## src/hw/rtl/srrw_pkg.sv

```systemverilog
`timescale 1ns / 1ps
// ----------------------------------------------------------------------------
// Selective-repeat receiver window package
// Shared types and constants for the receiver window front, back and top.
// ----------------------------------------------------------------------------
package srrw_pkg;

  localparam int unsigned SeqFieldW  = 6;
  localparam int unsigned WinFieldW  = 6;
  localparam logic [WinFieldW-1:0] WinSizeReset = 6'd4;

  // Back-end sequencer states.
  typedef enum logic [1:0] {
    B_IDLE,
    B_SCAN,
    B_DONE
  } back_state_t;

  // One result as shown on the result ports.
  typedef struct packed {
    logic                 done;
    logic                 accepted;
    logic [SeqFieldW-1:0] next_expected;
  } result_t;

endpackage

```

## src/hw/rtl/srrw_queue.sv

```systemverilog
`timescale 1ns / 1ps
// ----------------------------------------------------------------------------
// Receiver window classification queue
// Two-entry FIFO that carries classified frames from the front to the back.
// ----------------------------------------------------------------------------
module srrw_queue #(
  parameter int unsigned DATA_W = 7
) (
  input  logic              clk,
  input  logic              rst,
  input  logic              push,
  input  logic [DATA_W-1:0] push_data,
  input  logic              pop,
  output logic [DATA_W-1:0] head_data,
  output logic              empty,
  output logic              full
);

  logic [DATA_W-1:0] entries [2];
  logic              wr_ptr;
  logic              rd_ptr;
  logic [1:0]        count;

  assign empty     = (count == 2'd0);
  assign full      = (count == 2'd2);
  assign head_data = entries[rd_ptr];

  always_ff @(posedge clk) begin
    if (push && !full) begin
      entries[wr_ptr] <= push_data;
    end
  end

  always_ff @(posedge clk) begin
    if (rst) begin
      wr_ptr <= 1'b0;
      rd_ptr <= 1'b0;
      count  <= 2'd0;
    end else begin
      if (push && !full) begin
        wr_ptr <= ~wr_ptr;
      end
      if (pop && !empty) begin
        rd_ptr <= ~rd_ptr;
      end
      case ({push && !full, pop && !empty})
        2'b10:   count <= count + 2'd1;
        2'b01:   count <= count - 2'd1;
        default: count <= count;
      endcase
    end
  end

endmodule

```

## src/hw/rtl/srrw_front.sv

```systemverilog
`timescale 1ns / 1ps
// ----------------------------------------------------------------------------
// Receiver window front end
// Holds the window size register and classifies each arriving frame against
// the current window, producing the accept flag and the slot offset.
// ----------------------------------------------------------------------------
module srrw_front #(
  parameter int unsigned SEQ_SPACE = 64
) (
  input  logic                                       clk,
  input  logic                                       rst,
  input  logic                                       cfg_valid,
  input  logic [srrw_pkg::WinFieldW-1:0]             cfg_data,
  input  logic [srrw_pkg::SeqFieldW-1:0]             frame_seq,
  input  logic [$clog2(SEQ_SPACE)-1:0]               window_left,
  output logic                                       class_ok,
  output logic [$clog2(((SEQ_SPACE/2) < 63) ? (SEQ_SPACE/2) : 63)-1:0] class_off
);

  import srrw_pkg::*;

  localparam int unsigned LeftW = $clog2(SEQ_SPACE);
  localparam int unsigned Half  = SEQ_SPACE / 2;
  localparam int unsigned MarkW = (Half < 63) ? Half : 63;
  localparam int unsigned OffW  = $clog2(MarkW);
  localparam int unsigned CmpW  = LeftW + 7;

  logic [WinFieldW-1:0] window_size;
  logic [CmpW-1:0]      seq_wide;
  logic [CmpW-1:0]      win_wide;
  logic                 in_space;
  logic [LeftW-1:0]     seq_l;
  logic [LeftW:0]       diff;
  logic [LeftW-1:0]     offset;

  always_ff @(posedge clk) begin
    if (rst) begin
      window_size <= WinSizeReset;
    end else if (cfg_valid) begin
      window_size <= cfg_data;
    end
  end

  always_comb begin
    seq_wide = CmpW'(frame_seq);
    in_space = (seq_wide < CmpW'(SEQ_SPACE));
    seq_l    = seq_wide[LeftW-1:0];
    // Distance from the left edge, taken around the sequence space.
    diff = {1'b0, seq_l} - {1'b0, window_left};
    if (seq_l < window_left) begin
      diff = diff + (LeftW+1)'(SEQ_SPACE);
    end
    offset = diff[LeftW-1:0];
    // A window wider than half the space would confuse old and new numbers.
    if (CmpW'(window_size) > CmpW'(Half)) begin
      win_wide = CmpW'(Half);
    end else begin
      win_wide = CmpW'(window_size);
    end
    class_ok  = in_space && (CmpW'(offset) < win_wide);
    class_off = offset[OffW-1:0];
  end

endmodule

```

## src/hw/rtl/srrw_back.sv

```systemverilog
`timescale 1ns / 1ps
// ----------------------------------------------------------------------------
// Receiver window back end
// Marks accepted slots and slides the left edge over consecutive marks,
// up to four slots per cycle, then presents the result for one cycle.
// ----------------------------------------------------------------------------
module srrw_back #(
  parameter int unsigned SEQ_SPACE = 64
) (
  input  logic                                       clk,
  input  logic                                       rst,
  input  logic                                       q_empty,
  input  logic                                       q_ok,
  input  logic [$clog2(((SEQ_SPACE/2) < 63) ? (SEQ_SPACE/2) : 63)-1:0] q_off,
  output logic                                       q_pop,
  output logic                                       back_busy,
  output logic [$clog2(SEQ_SPACE)-1:0]               window_left,
  output srrw_pkg::result_t                          result
);

  import srrw_pkg::*;

  localparam int unsigned LeftW = $clog2(SEQ_SPACE);
  localparam int unsigned Half  = SEQ_SPACE / 2;
  localparam int unsigned MarkW = (Half < 63) ? Half : 63;
  localparam int unsigned OffW  = $clog2(MarkW);
  localparam int unsigned Step  = (MarkW < 4) ? MarkW : 4;
  localparam int unsigned StepW = $clog2(Step + 1);

  back_state_t      state;
  back_state_t      state_next;
  // Marks held relative to the left edge: bit k is slot window_left + k.
  logic [MarkW-1:0] marks;
  logic             cur_ok;
  logic [StepW-1:0] run_len;
  logic             run_on;
  logic [LeftW:0]   left_sum;
  logic [LeftW-1:0] left_adv;
  logic             scan_end;
  logic [SeqFieldW+LeftW-1:0] left_ext;

  always_comb begin
    run_len = '0;
    run_on  = 1'b1;
    for (int i = 0; i < Step; i++) begin
      if (run_on && marks[i]) begin
        run_len = run_len + StepW'(1);
      end else begin
        run_on = 1'b0;
      end
    end
    left_sum = {1'b0, window_left} + (LeftW+1)'(run_len);
    if (left_sum >= (LeftW+1)'(SEQ_SPACE)) begin
      left_sum = left_sum - (LeftW+1)'(SEQ_SPACE);
    end
    left_adv = left_sum[LeftW-1:0];
    scan_end = (run_len != StepW'(Step));
  end

  always_comb begin
    state_next = state;
    unique case (state)
      B_IDLE: begin
        if (!q_empty) begin
          state_next = q_ok ? B_SCAN : B_DONE;
        end
      end
      B_SCAN: begin
        if (scan_end) begin
          state_next = B_DONE;
        end
      end
      B_DONE:  state_next = B_IDLE;
      default: state_next = B_IDLE;
    endcase
  end

  always_comb begin
    q_pop     = 1'b0;
    back_busy = 1'b1;
    unique case (state)
      B_IDLE: begin
        q_pop     = !q_empty;
        back_busy = 1'b0;
      end
      B_SCAN:  back_busy = 1'b1;
      B_DONE:  back_busy = 1'b1;
      default: back_busy = 1'b1;
    endcase
  end

  always_ff @(posedge clk) begin
    if (rst) begin
      state       <= B_IDLE;
      marks       <= '0;
      window_left <= '0;
      cur_ok      <= 1'b0;
    end else begin
      state <= state_next;
      if (state == B_IDLE && !q_empty) begin
        cur_ok <= q_ok;
        if (q_ok) begin
          for (int i = 0; i < MarkW; i++) begin
            if (OffW'(i) == q_off) begin
              marks[i] <= 1'b1;
            end
          end
        end
      end else if (state == B_SCAN) begin
        marks       <= marks >> run_len;
        window_left <= left_adv;
      end
    end
  end

  assign left_ext = {{SeqFieldW{1'b0}}, window_left};

  assign result.done          = (state == B_DONE);
  assign result.accepted      = cur_ok;
  assign result.next_expected = left_ext[SeqFieldW-1:0];

endmodule

```

## src/hw/rtl/selective_repeat_receiver_window_top.sv

```systemverilog
`timescale 1ns / 1ps
// ----------------------------------------------------------------------------
// Selective-repeat receiver window
// A frame taken on start is queued, popped by the back end when idle, and its
// result is shown in the done state; an accepted frame first passes the scan.
// The edge scan retires up to four marks per cycle; busy stays high through the
// result strobe, so a new frame is taken only once the last one's result is out.
// Reset clears all marks, the left edge to zero and the window size to 4.
// ----------------------------------------------------------------------------
module selective_repeat_receiver_window_top #(
  parameter int unsigned SEQ_SPACE = 64
) (
  input  logic                           clk,
  input  logic                           rst,
  input  logic                           start,
  output logic                           busy,
  input  logic [srrw_pkg::SeqFieldW-1:0] frame_seq,
  output logic                           done,
  output logic                           accepted,
  output logic [srrw_pkg::SeqFieldW-1:0] next_expected,
  input  logic                           cfg_valid,
  output logic                           cfg_ready,
  input  logic [srrw_pkg::WinFieldW-1:0] cfg_data
);

  import srrw_pkg::*;

  localparam int unsigned LeftW = $clog2(SEQ_SPACE);
  localparam int unsigned Half  = SEQ_SPACE / 2;
  localparam int unsigned MarkW = (Half < 63) ? Half : 63;
  localparam int unsigned OffW  = $clog2(MarkW);

  logic             class_ok;
  logic [OffW-1:0]  class_off;
  logic [LeftW-1:0] window_left;
  logic             q_push;
  logic             q_pop;
  logic             q_empty;
  logic             q_full;
  logic [OffW:0]    q_head;
  logic             back_busy;
  result_t          result;

  assign cfg_ready = 1'b1;
  assign busy      = !q_empty || back_busy;
  assign q_push    = start && !busy;

  srrw_front #(.SEQ_SPACE(SEQ_SPACE)) u_front (
    .clk         (clk),
    .rst         (rst),
    .cfg_valid   (cfg_valid && cfg_ready),
    .cfg_data    (cfg_data),
    .frame_seq   (frame_seq),
    .window_left (window_left),
    .class_ok    (class_ok),
    .class_off   (class_off)
  );

  srrw_queue #(.DATA_W(OffW + 1)) u_queue (
    .clk       (clk),
    .rst       (rst),
    .push      (q_push),
    .push_data ({class_ok, class_off}),
    .pop       (q_pop),
    .head_data (q_head),
    .empty     (q_empty),
    .full      (q_full)
  );

  srrw_back #(.SEQ_SPACE(SEQ_SPACE)) u_back (
    .clk         (clk),
    .rst         (rst),
    .q_empty     (q_empty),
    .q_ok        (q_head[OffW]),
    .q_off       (q_head[OffW-1:0]),
    .q_pop       (q_pop),
    .back_busy   (back_busy),
    .window_left (window_left),
    .result      (result)
  );

  // The queue never fills because busy holds off start while an item is open.
  assign done          = result.done && !q_full;
  assign accepted      = result.accepted;
  assign next_expected = result.next_expected;

endmodule

```

## config.mk

```make
export PLATFORM = sky130hd
export DESIGN_NAME = selective_repeat_receiver_window_top
export DESIGN_NICKNAME = d
export VERILOG_FILES = /design/src/hw/rtl/srrw_pkg.sv /design/src/hw/rtl/srrw_queue.sv /design/src/hw/rtl/srrw_front.sv /design/src/hw/rtl/srrw_back.sv /design/src/hw/rtl/selective_repeat_receiver_window_top.sv
export SDC_FILE = /design/constraint.sdc
export NUM_CORES = 1
export LEC_CHECK = 0
export ABC_AREA = 1
export BUFFER_PORTS_ARGS = -buffer_cell sky130_fd_sc_hd__buf_4
export CAP_MARGIN = 5
export CELL_PAD_IN_SITES_DETAIL_PLACEMENT = 0
export CELL_PAD_IN_SITES_GLOBAL_PLACEMENT = 2
export CORE_UTILIZATION = 35
export CTS_CLUSTER_SIZE = 25
export DETAILED_ROUTE_END_ITERATION = 12
export MAX_ROUTING_LAYER = met4
export PLACE_DENSITY_LB_ADDON = 0.1
export SLEW_MARGIN = 10
export SYNTH_ARGS = -nofsm -noshare
export SYNTH_HDL_FRONTEND = slang
export SYNTH_SLANG_ARGS = --single-unit
export TNS_END_PERCENT = 5
```

## constraint.sdc

```tcl
create_clock -name clk -period 3.1 [get_ports clk]
set_input_delay 0.465 -clock clk [delete_from_list [all_inputs] [get_ports clk]]
set_output_delay 0.465 -clock clk [all_outputs]
set_load 0.02 [all_outputs]
```

==> summary.txt, run 1 <==
Worst setup path
  – Worst R2R Path Depth: 12
  – R2r endpoint: u_queue.entries[0][5]
  – Crit Path Max Fanout: 5
  – Arr. time, crit path: 2.78 ns
  – Setup Crit Path Kind: flop to flop
  – Setup crit start kind: flop
  – CP Capture Type: flop
  – Crit path required time: about 3.2 ns
  – Last element of the critical path: u_queue.entries[0][5]
  – Worst Setup SP: u_back.window_left[2]
  – RR Startpoint: u_back.window_left[2]
  – Reg-to-reg slack, setup: just under 0.4 ns

Logic synthesis
  – Seq/Total Area, Yosys: a little under a third
  – Synth Cell Area: between 4000 and 5000 um2
  – Gate Count Post-Synth: approximately 670
  – Synth warn: 0
  – Largest family of logic cells by synthesized area: simple AND/OR/NAND/NOR gates
  – Simple-Gate Fraction of Synth Area: between 30% and 40%
  – Distinct cells, synth: between 40 and 50
  – Post-synthesis mux area share: 0%
  – Post-Syn Nets: roughly 700
  – Avg Cell Area, Syn: between 6 and 7 um2
  – Synth Register Bits: 64
  – Adder-cell area share of the yosys netlist: around 5.5%
  – Xor/xnor cell area share of the yosys netlist: 1.332%
  – Compound-Gate Fraction of Synth Area: ~17%

Timing
  – Final worst path period share: 87.50%
  – Actual slew at the worst max-slew pin: ~0.67 ns
  – Slew margin rel.: a little under three fifths
  – Final Max Tran Viols: 0
  – Crit path time final: around 2.7 ns
  – Setup_tns: 0 ns
  – Fin. Hold Viols: 0
  – Fmax: 0.3687 GHz
  – Skew final: roughly 0.0085 ns
  – Final setup violation count: 0
  – RSZ-0062 raised after global routing: false

Clocking
  – Total CTS buffers: 9
  – Worst-Skew Late Latency: between 0.3 and 0.4 ns
  – H-Tree Depth: 3
  – TritonCTS clock tree: yes
  – CTS Hold Bufs: 0
  – # resized after CTS: 0
  – Clock transition at the registers of the reported paths: 0.05 ns
  – Setup Fix Bufs, Post-CTS: 0
  – Clock buffer depth: 2
  – # clock sinks: 64
  – Root Driver: clkbuf_16

Status
  – Status: finished clean

Floorplanning
  – Core ar.: ~13000 um2
  – Die Width: 116.7 um
  – Die ar.: between 10000 and 15000 um2
  – Top Ports: 26
  – Initial core utilization: between 30% and 40%
  – Placement Rows: between 40 and 50
  – Die span in y: roughly 120 um

GRT
  – Initial antenna violation count: 0
  – First-pass GRT wire length: roughly 22 mm
  – Pin count of the biggest net entering global routing: 36
  – GRT Total Usage: between 20% and 30%
  – Remaining global-route overflow: 0
  – Vias in the first global route: around 4.2k

Hold path
  – HP Class: input pin to flop

Layout
  – Commonest non-fill, non-tap cells in the layout: nand3_1 (143), nand2_1 (126), inv_1 (71)
  – Synthesis-to-layout area growth: 12.18%
  – Nets@finish: 717
  – Design Area, Final: approximately 5200 um2
  – Filler Cells Inserted: 1410
  – Most common cell after layout, fill and taps aside: nand3_1
  – Ratio of cells with drive above 1 in the final layout: between 10 and 15%
  – # diodes: 0

Placement
  – Final HPWL from detailed placement: between 9 and 10 mm
  – DP Area: ~4900 um2
  – IO buf count: 24
  – GPL Wtd Cong: between 0.8 and 0.9

Detailed routing
  – WL final: between 10 and 15 mm
  – Initial drt markers: 305
  – Via Count: ~4.4k
  – Routed len/inst: 15.56 um
  – DRT Pass-1 Iters: 5
  – Detailed-route DRC error count: 0
  – Via density: 5.144
  – Routed Antenna Nets: 0

Power
  – Overall Power: around 0.0046 W
  – PwrDens: between 800 and 900 nW/um2
  – Peak supply drop: between 0.5 and 0.6 mV
  – Leak pwr: about 2.2 nW

Run
  – Max-cap violations: 0
-- metal layers --
layer	global-route usage [%]	wire length, um	vias to the layer above
met2	35.90	6447	68
met4	7.004	187	0
met1	27.99	6297	2059
li1	-	-	2279
met5	-	0	-
met3	3.996	435	13
-- power by group --
part | switching (W) | internal (W) | leakage [nW] | total [W]
Combinational | 0.00156 | 0.000781 | 1.49 | 0.00234
Clock | 0.000383 | 0.000640 | 0.146 | 0.00102
Sequential | 0.000152 | 0.00109 | 0.535 | 0.00124
-- state kept, by name, indices dropped and copies added, names as in the netlist, named ones only --
signal               cells
u_back.marks            32
u_queue.count            2
u_front.window_size      6
u_back.cur_ok            1
u_queue.rd_ptr           1
u_queue.wr_ptr           1
u_back.window_left       6
u_queue.entries         12
u_back.state             2
-- synth_stat cells (all sizes together) --
cell type    number  area share (%)
a211oi            1            0.16
fa                2            0.87
ha               17             4.6
buf              19             2.8
conb              1           0.081
dfxtp            52              23
clkbuf           10             1.3
nor3              4            0.44
a21oi            52             5.8
or2               8             1.1
a2111oi           1            0.19
o21ai            64             7.9
nand2           133              12
a22oi             1            0.16
nor2             41             4.5
o311ai            1            0.19
nand3           147              17
inv              77             6.4
bufbuf            1            0.71
nand4             1            0.14
and2              2            0.30
o211ai           10             1.8
dlygate4sd1       1            0.19
xor2              7             1.3
edfxtp           12             7.8
o2111ai           1            0.19
-- through the flow --
step	util, %	cells	hold WS [ns]	setup WS, ns
CTS	40.58	859	0.3352	0.3591
finish	40.58	859	0.3441	0.3876
detailed placement	38.29	843	0.4450	0.2600
floorplan	-	666	0.4255	0.4706
global route	40.58	859	0.3531	0.08643
global placement	38.29	843	0.4367	0.4437
-- area by class of cell --
cell class	count	area, um2	share of cell area, %
Tap cell	172	215.2	4.169
Timing Repair Buffer	36	282.8	5.477
Clock inverter	4	45.04	0.8725
Clock buffer	12	246.5	4.775
Multi-Input combinational cell	494	2675	51.82
Inverter	77	296.5	5.744
Sequential cell	64	1401	27.14
-- how the worst min path moves through the flow --
stage | start | endpoint | slack, ns | cells past startpoint
floorplan | u_queue.rd_ptr | flop | 0.43 | 1
finish | cfg_data[1] | u_front.window_size[1] | 0.34 | 3
detailed placement | u_front.window_size[2] | u_front.window_size[2] | 0.44 | 2
global placement | u_queue.rd_ptr | u_queue.rd_ptr | 0.44 | 1
global route | cfg_data[3] | u_front.window_size[3] | 0.35 | 3
CTS | cfg_data[1] | u_front.window_size[1] | 0.34 | 3
-- worst max-delay path, cell delays in order (launching register included) --
cell and delay, ns:
dfxtp_1 0.41, inv_1 0.07, ha_1 0.33, a21oi_1 0.16
nand2_1 0.09, a21oi_1 0.14, nor2_1 0.05, nor2_1 0.10
xor2_1 0.18, ha_1 0.27, nand2_1 0.09, nor2_1 0.05
a2111oi_0 0.50
-- cell families after synthesis --
family / Yosys count
AOI/OAI and AO/OA: 131
xor gates and xnor gates: 7
adders and majority gates: 19
buffers and inverters: 108
DFF: 64
other: 1
and+or+nand+nor: 336
No activity file was read; power rests on OpenSTA's default activity.
==> run 2, diff against run 1 <==
--- a/config.mk
+++ b/config.mk
@@ -10,11 +10,12 @@
 export CAP_MARGIN = 5
 export CELL_PAD_IN_SITES_DETAIL_PLACEMENT = 0
 export CELL_PAD_IN_SITES_GLOBAL_PLACEMENT = 2
-export CORE_UTILIZATION = 35
+export CORE_UTILIZATION = 38
 export CTS_CLUSTER_SIZE = 25
 export DETAILED_ROUTE_END_ITERATION = 12
 export MAX_ROUTING_LAYER = met4
 export PLACE_DENSITY_LB_ADDON = 0.1
+export REMOVE_ABC_BUFFERS = 1
 export SLEW_MARGIN = 10
 export SYNTH_ARGS = -nofsm -noshare
 export SYNTH_HDL_FRONTEND = slang
==> constraint.sdc (replaced) <==
create_clock -name clk -period 3.4 [get_ports clk]
set_input_delay 0.51 -clock clk [delete_from_list [all_inputs] [get_ports clk]]
set_output_delay 0.51 -clock clk [all_outputs]
set_load 0.02 [all_outputs]
==> run 2 against run 1 <==
  * Global-route usage rose by 0.53 points
  * Die area fell by 7.8%
  * Sequential share of layout area rose by 0.22 points
  * Maximum frequency fell by 2.4%
  * Wire length fell by 4.7%
  * Core utilization rose by 3.5 points
  * Cell count fell by 3.8%
  * Setup slack improved by 0.23 ns
  * Non-clock buffer count fell by 4
  * Register-to-register slack improved by 0.23 ns
  * Sequential power fell by 9%
  * Design area fell by 0.80%
  * Largest power group unchanged
==> summary.txt, run 2 (synthesis results as in run 1) <==
Worst setup path
  – Crit Path Max Fanout: 25
  – Reg-to-reg slack, setup: ~0.62 ns
  – Setup crit start kind: flop
  – Crit path required time: ~3.6 ns
  – CP Capture Type: flop
  – Setup Crit Path Kind: flop to flop
  – Arr. time, crit path: ~3.0 ns

Clocking
  – Worst-Skew Late Latency: about 0.34 ns
  – Clock transition at the registers of the reported paths: approximately 0.06 ns
  – Setup Fix Bufs, Post-CTS: 0
  – Clock buffer depth: 2
  – Root Driver: clkbuf_16
  – H-Tree Depth: 3
  – # resized after CTS: 0
  – Total CTS buffers: 9
  – # clock sinks: 64
  – CTS Hold Bufs: 0
  – TritonCTS clock tree: yes

Timing
  – Final worst path period share: 81.76%
  – Fmax: ~0.36 GHz
  – Skew final: approximately 0.0059 ns
  – Slew margin rel.: 42.82%
  – Final Max Tran Viols: 0
  – Fin. Hold Viols: 0
  – Crit path time final: 2.780 ns
  – Final setup violation count: 0
  – Setup_tns: 0 ns
  – Actual slew at the worst max-slew pin: approximately 0.86 ns
  – RSZ-0062 raised after global routing: false

Layout
  – Largest register FFs: 32
  – Biggest regs: u_back.marks: 32 flops, u_queue.entries: 12 flops
  – Finished Core Util: approximately 44%
  – # diodes: 0
  – Ratio of cells with drive above 1 in the final layout: between 10 and 15%
  – Final Non-Filler Cells: roughly 830
  – Nets@finish: a little over 700
  – Largest Register: u_back.marks
  – Most common cell after layout, fill and taps aside: nand3_1
  – Commonest non-fill, non-tap cells in the layout: nand3_1 (143), nand2_1 (126), inv_1 (71)
  – Synthesis-to-layout area growth: 11.28%

Placement
  – Dpl cells: between 800 and 900
  – Final HPWL from detailed placement: approximately 9 mm
  – GPL Wtd Cong: 0.8262
  – IO buf count: 24

Floorplanning
  – Core ar.: roughly 12000 um2
  – Die span in y: ~110 um
  – Die Width: 112.0 um
  – Die ar.: ~13000 um2
  – Placement Rows: 39
  – Initial core utilization: between 30% and 40%
  – Top Ports: 26

Detailed routing
  – Via Count: around 4.4k
  – Routed Antenna Nets: 0
  – Routed len/inst: 15.43 um
  – Highest metal used: met4
  – DRT Pass-1 Iters: 6
  – Wire length on met3: 478 um
  – Detailed-route DRC error count: 0
  – M1 wire length: between 5 and 6 mm
  – Via density: around 5.4
  – Initial drt markers: between 300 and 400
  – Met2 Wirelength: between 6 and 7 mm
  – WL final: approximately 13 mm

GRT
  – First-pass GRT wire length: between 20 and 25 mm
  – Remaining global-route overflow: 0
  – Vias in the first global route: around 4.4k
  – GRT Total Usage: ~23%
  – Pin count of the biggest net entering global routing: 37
  – Initial antenna violation count: 0

Power
  – Leak pwr: roughly 2.2 nW
  – Overall Power: 0.004271 W
  – Peak supply drop: around 0.57 mV
  – PwrDens: between 800 and 900 nW/um2

Status
  – Status: finished clean

Hold path
  – HP Class: input pin to flop

Run
  – Max-cap violations: 0
## run 2: cell count changes in the layout (fill, tap and decap cells not counted), sizes merged
cell / before / now
inv: 77 / 79
buf: 36 / 32
clkbuf: 12 / 9
bufinv: 1 / 2
## run 2: critical path: stages (launching register included)
cell,delay (ns)
dfxtp_1,0.38
inv_1,0.06
nand2_1,0.12
inv_1,0.06
ha_1,0.28
inv_1,0.05
nand2_1,0.06
nand2_1,0.09
inv_1,0.06
ha_1,0.18
nand3_1,0.08
nand2_1,0.08
nor2_4,0.21
inv_1,0.21
nor2_4,0.11
buf_4,0.31
nand3_1,0.18
nand2_1,0.10
a21oi_1,0.06
## run 2: path summary, 6_finish.rpt
check,startpoint,to,cells after the start
worst min-delay path,cfg_data[2],u_front.window_size[2],3
worst max register to register,u_back.marks[1],u_back.marks[15],18
worst max-delay path,u_back.marks[1],u_back.marks[15],18
worst min register to register,u_front.window_size[2],u_front.window_size[2],2
## run 2: metrics by stage
| step | worst slack (ns) | hold WS [ns] | area (um2) |
|---|---|---|---|
| after floorplan | 0.4294 | 0.4265 | 4373 |
| after global placement | 0.6831 | 0.4367 | 4792 |
| after detailed placement | 0.6147 | 0.4428 | 4792 |
| after CTS | 0.6067 | 0.3626 | 5121 |
| after global routing | 0.2889 | 0.3887 | 5121 |
| final | 0.6201 | 0.3738 | 5121 |
## run 2: final cells by class
| class | instances | area (um2) |
|---|---|---|
| clock buffers | 9 | 225.2 |
| clock inverters | 7 | 103.9 |
| fillers | 1256 | 6492 |
| inverters | 77 | 296.5 |
| multi-input cells | 494 | 2675 |
| flip-flops and latches | 64 | 1401 |
| well taps | 143 | 178.9 |
| repair buffers | 32 | 240.2 |
## run 2: routing by layer
layer | vias up | track usage [%]
met4 | 0 | 6.933
met2 | 100 | 39.34
li1 | 2266 | -
met3 | 16 | 4.374
met5 | - | -
met1 | 2063 | 26.59
## run 2: power by group
group	internal, W	leakage [nW]	total [W]	switching (W)
logic	0.000698	1.46	0.00210	0.00140
registers	0.000992	0.535	0.00113	0.000133
clock network	0.000651	0.161	0.00104	0.000393
total	0.00234	2.16	0.00427	0.00193
==> run 3, diff against run 2 <==
--- a/config.mk
+++ b/config.mk
@@ -10,7 +10,7 @@
 export CAP_MARGIN = 5
 export CELL_PAD_IN_SITES_DETAIL_PLACEMENT = 0
 export CELL_PAD_IN_SITES_GLOBAL_PLACEMENT = 2
-export CORE_UTILIZATION = 38
+export CORE_UTILIZATION = 35
 export CTS_CLUSTER_SIZE = 25
 export DETAILED_ROUTE_END_ITERATION = 12
 export MAX_ROUTING_LAYER = met4
==> constraint.sdc (replaced) <==
create_clock -name clk -period 2.7 [get_ports clk]
set_input_delay 0.405 -clock clk [delete_from_list [all_inputs] [get_ports clk]]
set_output_delay 0.405 -clock clk [all_outputs]
set_load 0.02 [all_outputs]
==> run 3 against run 2 <==
  * Global-route usage decreased by 0.32 points
  * Design area increased by 3.2%
  * Flip-flop and latch count unchanged
  * Die area increased by 8.4%
  * Combinational power increased by 32%
  * Wire length increased by 5.7%
  * Clock skew decreased by 0.00090 ns
  * First-iteration DRC count decreased by 1.6%
  * Total power increased by 30%
==> summary.txt, run 3 (synthesis results as in run 1) <==
Layout
  – Final Non-Filler Cells: just under 900
  – Biggest regs: u_back.marks: 32 flops, u_queue.entries: 12 flops
  – Most common cell after layout, fill and taps aside: nand3_1
  – Commonest non-fill, non-tap cells in the layout: nand3_1 (141), nand2_1 (126), inv_1 (71)
  – Ratio of cells with drive above 1 in the final layout: between 10% and 20%
  – Design Area, Final: 5286 um2
  – Largest Register: u_back.marks
  – Nets@finish: ~720
  – # diodes: 0
  – Synthesis-to-layout area growth: 14.87%
  – Largest register FFs: 32
  – Filler Cells Inserted: approximately 1.4k

Detailed routing
  – M1 wire length: roughly 6.2 mm
  – Highest metal used: met4
  – Wire length on met3: around 510 um
  – Detailed-route DRC error count: 0
  – DRT Pass-1 Iters: 5
  – WL final: about 13 mm
  – Routed Antenna Nets: 0
  – Met2 Wirelength: 6.456 mm
  – Initial drt markers: between 300 and 400
  – Via density: between 5 and 6
  – Routed len/inst: ~16 um
  – Via Count: roughly 4.5k

Timing
  – Fmax: 0.3973 GHz
  – Setup_tns: 0 ns
  – Final setup violation count: 0
  – Skew final: 0.005006 ns
  – Final Max Tran Viols: 0
  – Crit path time final: 2.517 ns
  – Final worst path period share: between 90% and 100%
  – RSZ-0062 raised after global routing: true
  – Slew margin rel.: between 50% and 60%
  – Fin Hold WS: ~0.28 ns
  – Actual slew at the worst max-slew pin: approximately 0.70 ns
  – Fin. Hold Viols: 0

GRT
  – First-pass GRT wire length: 22.21 mm
  – Pin count of the biggest net entering global routing: 36
  – Initial antenna violation count: 0
  – Remaining global-route overflow: 0
  – GRT Total Usage: approximately 22%
  – Vias in the first global route: 4361

Worst setup path
  – CP max stage delay: approximately 0.44 ns
  – Critical path's slowest cell: fa_1
  – Setup crit start kind: flop
  – Setup Crit Path Kind: flop to flop
  – Buffers and inverters on the worst path: 5
  – Kind of cell adding the most delay to the critical path: adder cells
  – CP Capture Type: flop
  – Arr. time, crit path: about 2.8 ns
  – Crit Path Max Fanout: 4
  – Worst path cell trace: inv_1, nand2_1, inv_1, ha_1, inv_1, nand2_1, nand2_1, inv_1, ha_1, inv_1, nand2_1, nand2_1, fa_1, o21ai_1, nand3_1, o21ai_1, a21oi_1
  – Crit path required time: a little under 3 ns

Power
  – Leak pwr: ~2.2 nW
  – Peak supply drop: 0.5575 mV
  – PwrDens: about 1000 nW/um2
  – Overall Power: roughly 0.0055 W

Floorplanning
  – Die ar.: between 10000 and 15000 um2
  – Initial core utilization: roughly 36%
  – Placement Rows: roughly 40
  – Die Width: 116.7 um
  – Top Ports: 26
  – Core ar.: about 13000 um2
  – Die span in y: around 120 um

Clocking
  – Setup Fix Bufs, Post-CTS: 0
  – Clock transition at the registers of the reported paths: roughly 0.060 ns
  – TritonCTS clock tree: yes
  – Total CTS buffers: 9
  – Worst-Skew Late Latency: roughly 0.34 ns
  – H-Tree Depth: 3
  – Clock buffer depth: 2
  – # clock sinks: 64
  – Root Driver: clkbuf_16

Placement
  – IO buf count: 24
  – DP Area: 4903 um2
  – Final HPWL from detailed placement: between 9 and 10 mm
  – GPL Wtd Cong: between 0.8 and 0.9
  – Dpl cells: around 850

Run
  – Max-cap violations: 0

Status
  – Status: finished clean

Hold path
  – HP Class: input pin to flop
[run 3: repair_timing]
| action | 4_1_cts | 5_1_grt |
|---|---|---|
| endpoints found under the hold margin | 0 | 0 |
| gates resized for setup | 0 | 10 |
| hold buffers | 0 | 0 |
| setup endpoints to repair | 0 | 21 |
[run 3: cell type report]
class / instances / area, um2 / area share (%)
multi-input combinational: 494 / 2706 / 51.20
sequential: 64 / 1404 / 26.56
timing repair buffer: 42 / 315.3 / 5.964
inverter: 77 / 296.5 / 5.609
clock buffer: 11 / 264.0 / 4.994
tap: 172 / 215.2 / 4.071
clock inverter: 5 / 85.08 / 1.609
[run 3: path summary, 6_finish.rpt]
check	startpoint	endpoint	slack [ns]	cells after the start
setup / recovery	u_back.marks[1]	u_back.window_left[4]	0.18	17
setup reg to reg	u_back.marks[1]	u_back.window_left[4]	0.18	17
hold reg to reg	u_queue.rd_ptr	u_queue.rd_ptr	0.45	1
hold / removal	cfg_data[2]	u_front.window_size[2]	0.28	3
[run 3: worst register-to-register path: cells and delay by family (launching register included)]
family / cells / cell delay (ns)
AOI/OAI and AO/OA: 3 / 0.38
and+or+nand+nor: 6 / 0.44
DFF: 1 / 0.35
adders and majority gates: 3 / 0.99
buffers and inverters: 5 / 0.23
[run 3: per-stage QoR]
step	util [%]	setup slack, ns
after floorplan	-	-0.2706
after global placement	38.54	0.09582
after detailed placement	38.54	-0.03498
after CTS	41.29	0.04768
after global routing	41.55	-0.02206
final	41.55	0.1831
[run 3: per-layer routing]
metal | track usage [%] | vias up
li1 | - | 2294
met1 | 27.21 | 2055
met2 | 36.92 | 98
met3 | 4.463 | 18
met4 | 7.679 | 0
met5 | - | -
[run 3: report_power, final]
part | switching, W | internal (W) | total (W)
clock | 0.000479 | 0.000895 | 0.00137
combinational | 0.00184 | 0.000930 | 0.00277
sequential | 0.000144 | 0.00125 | 0.00139
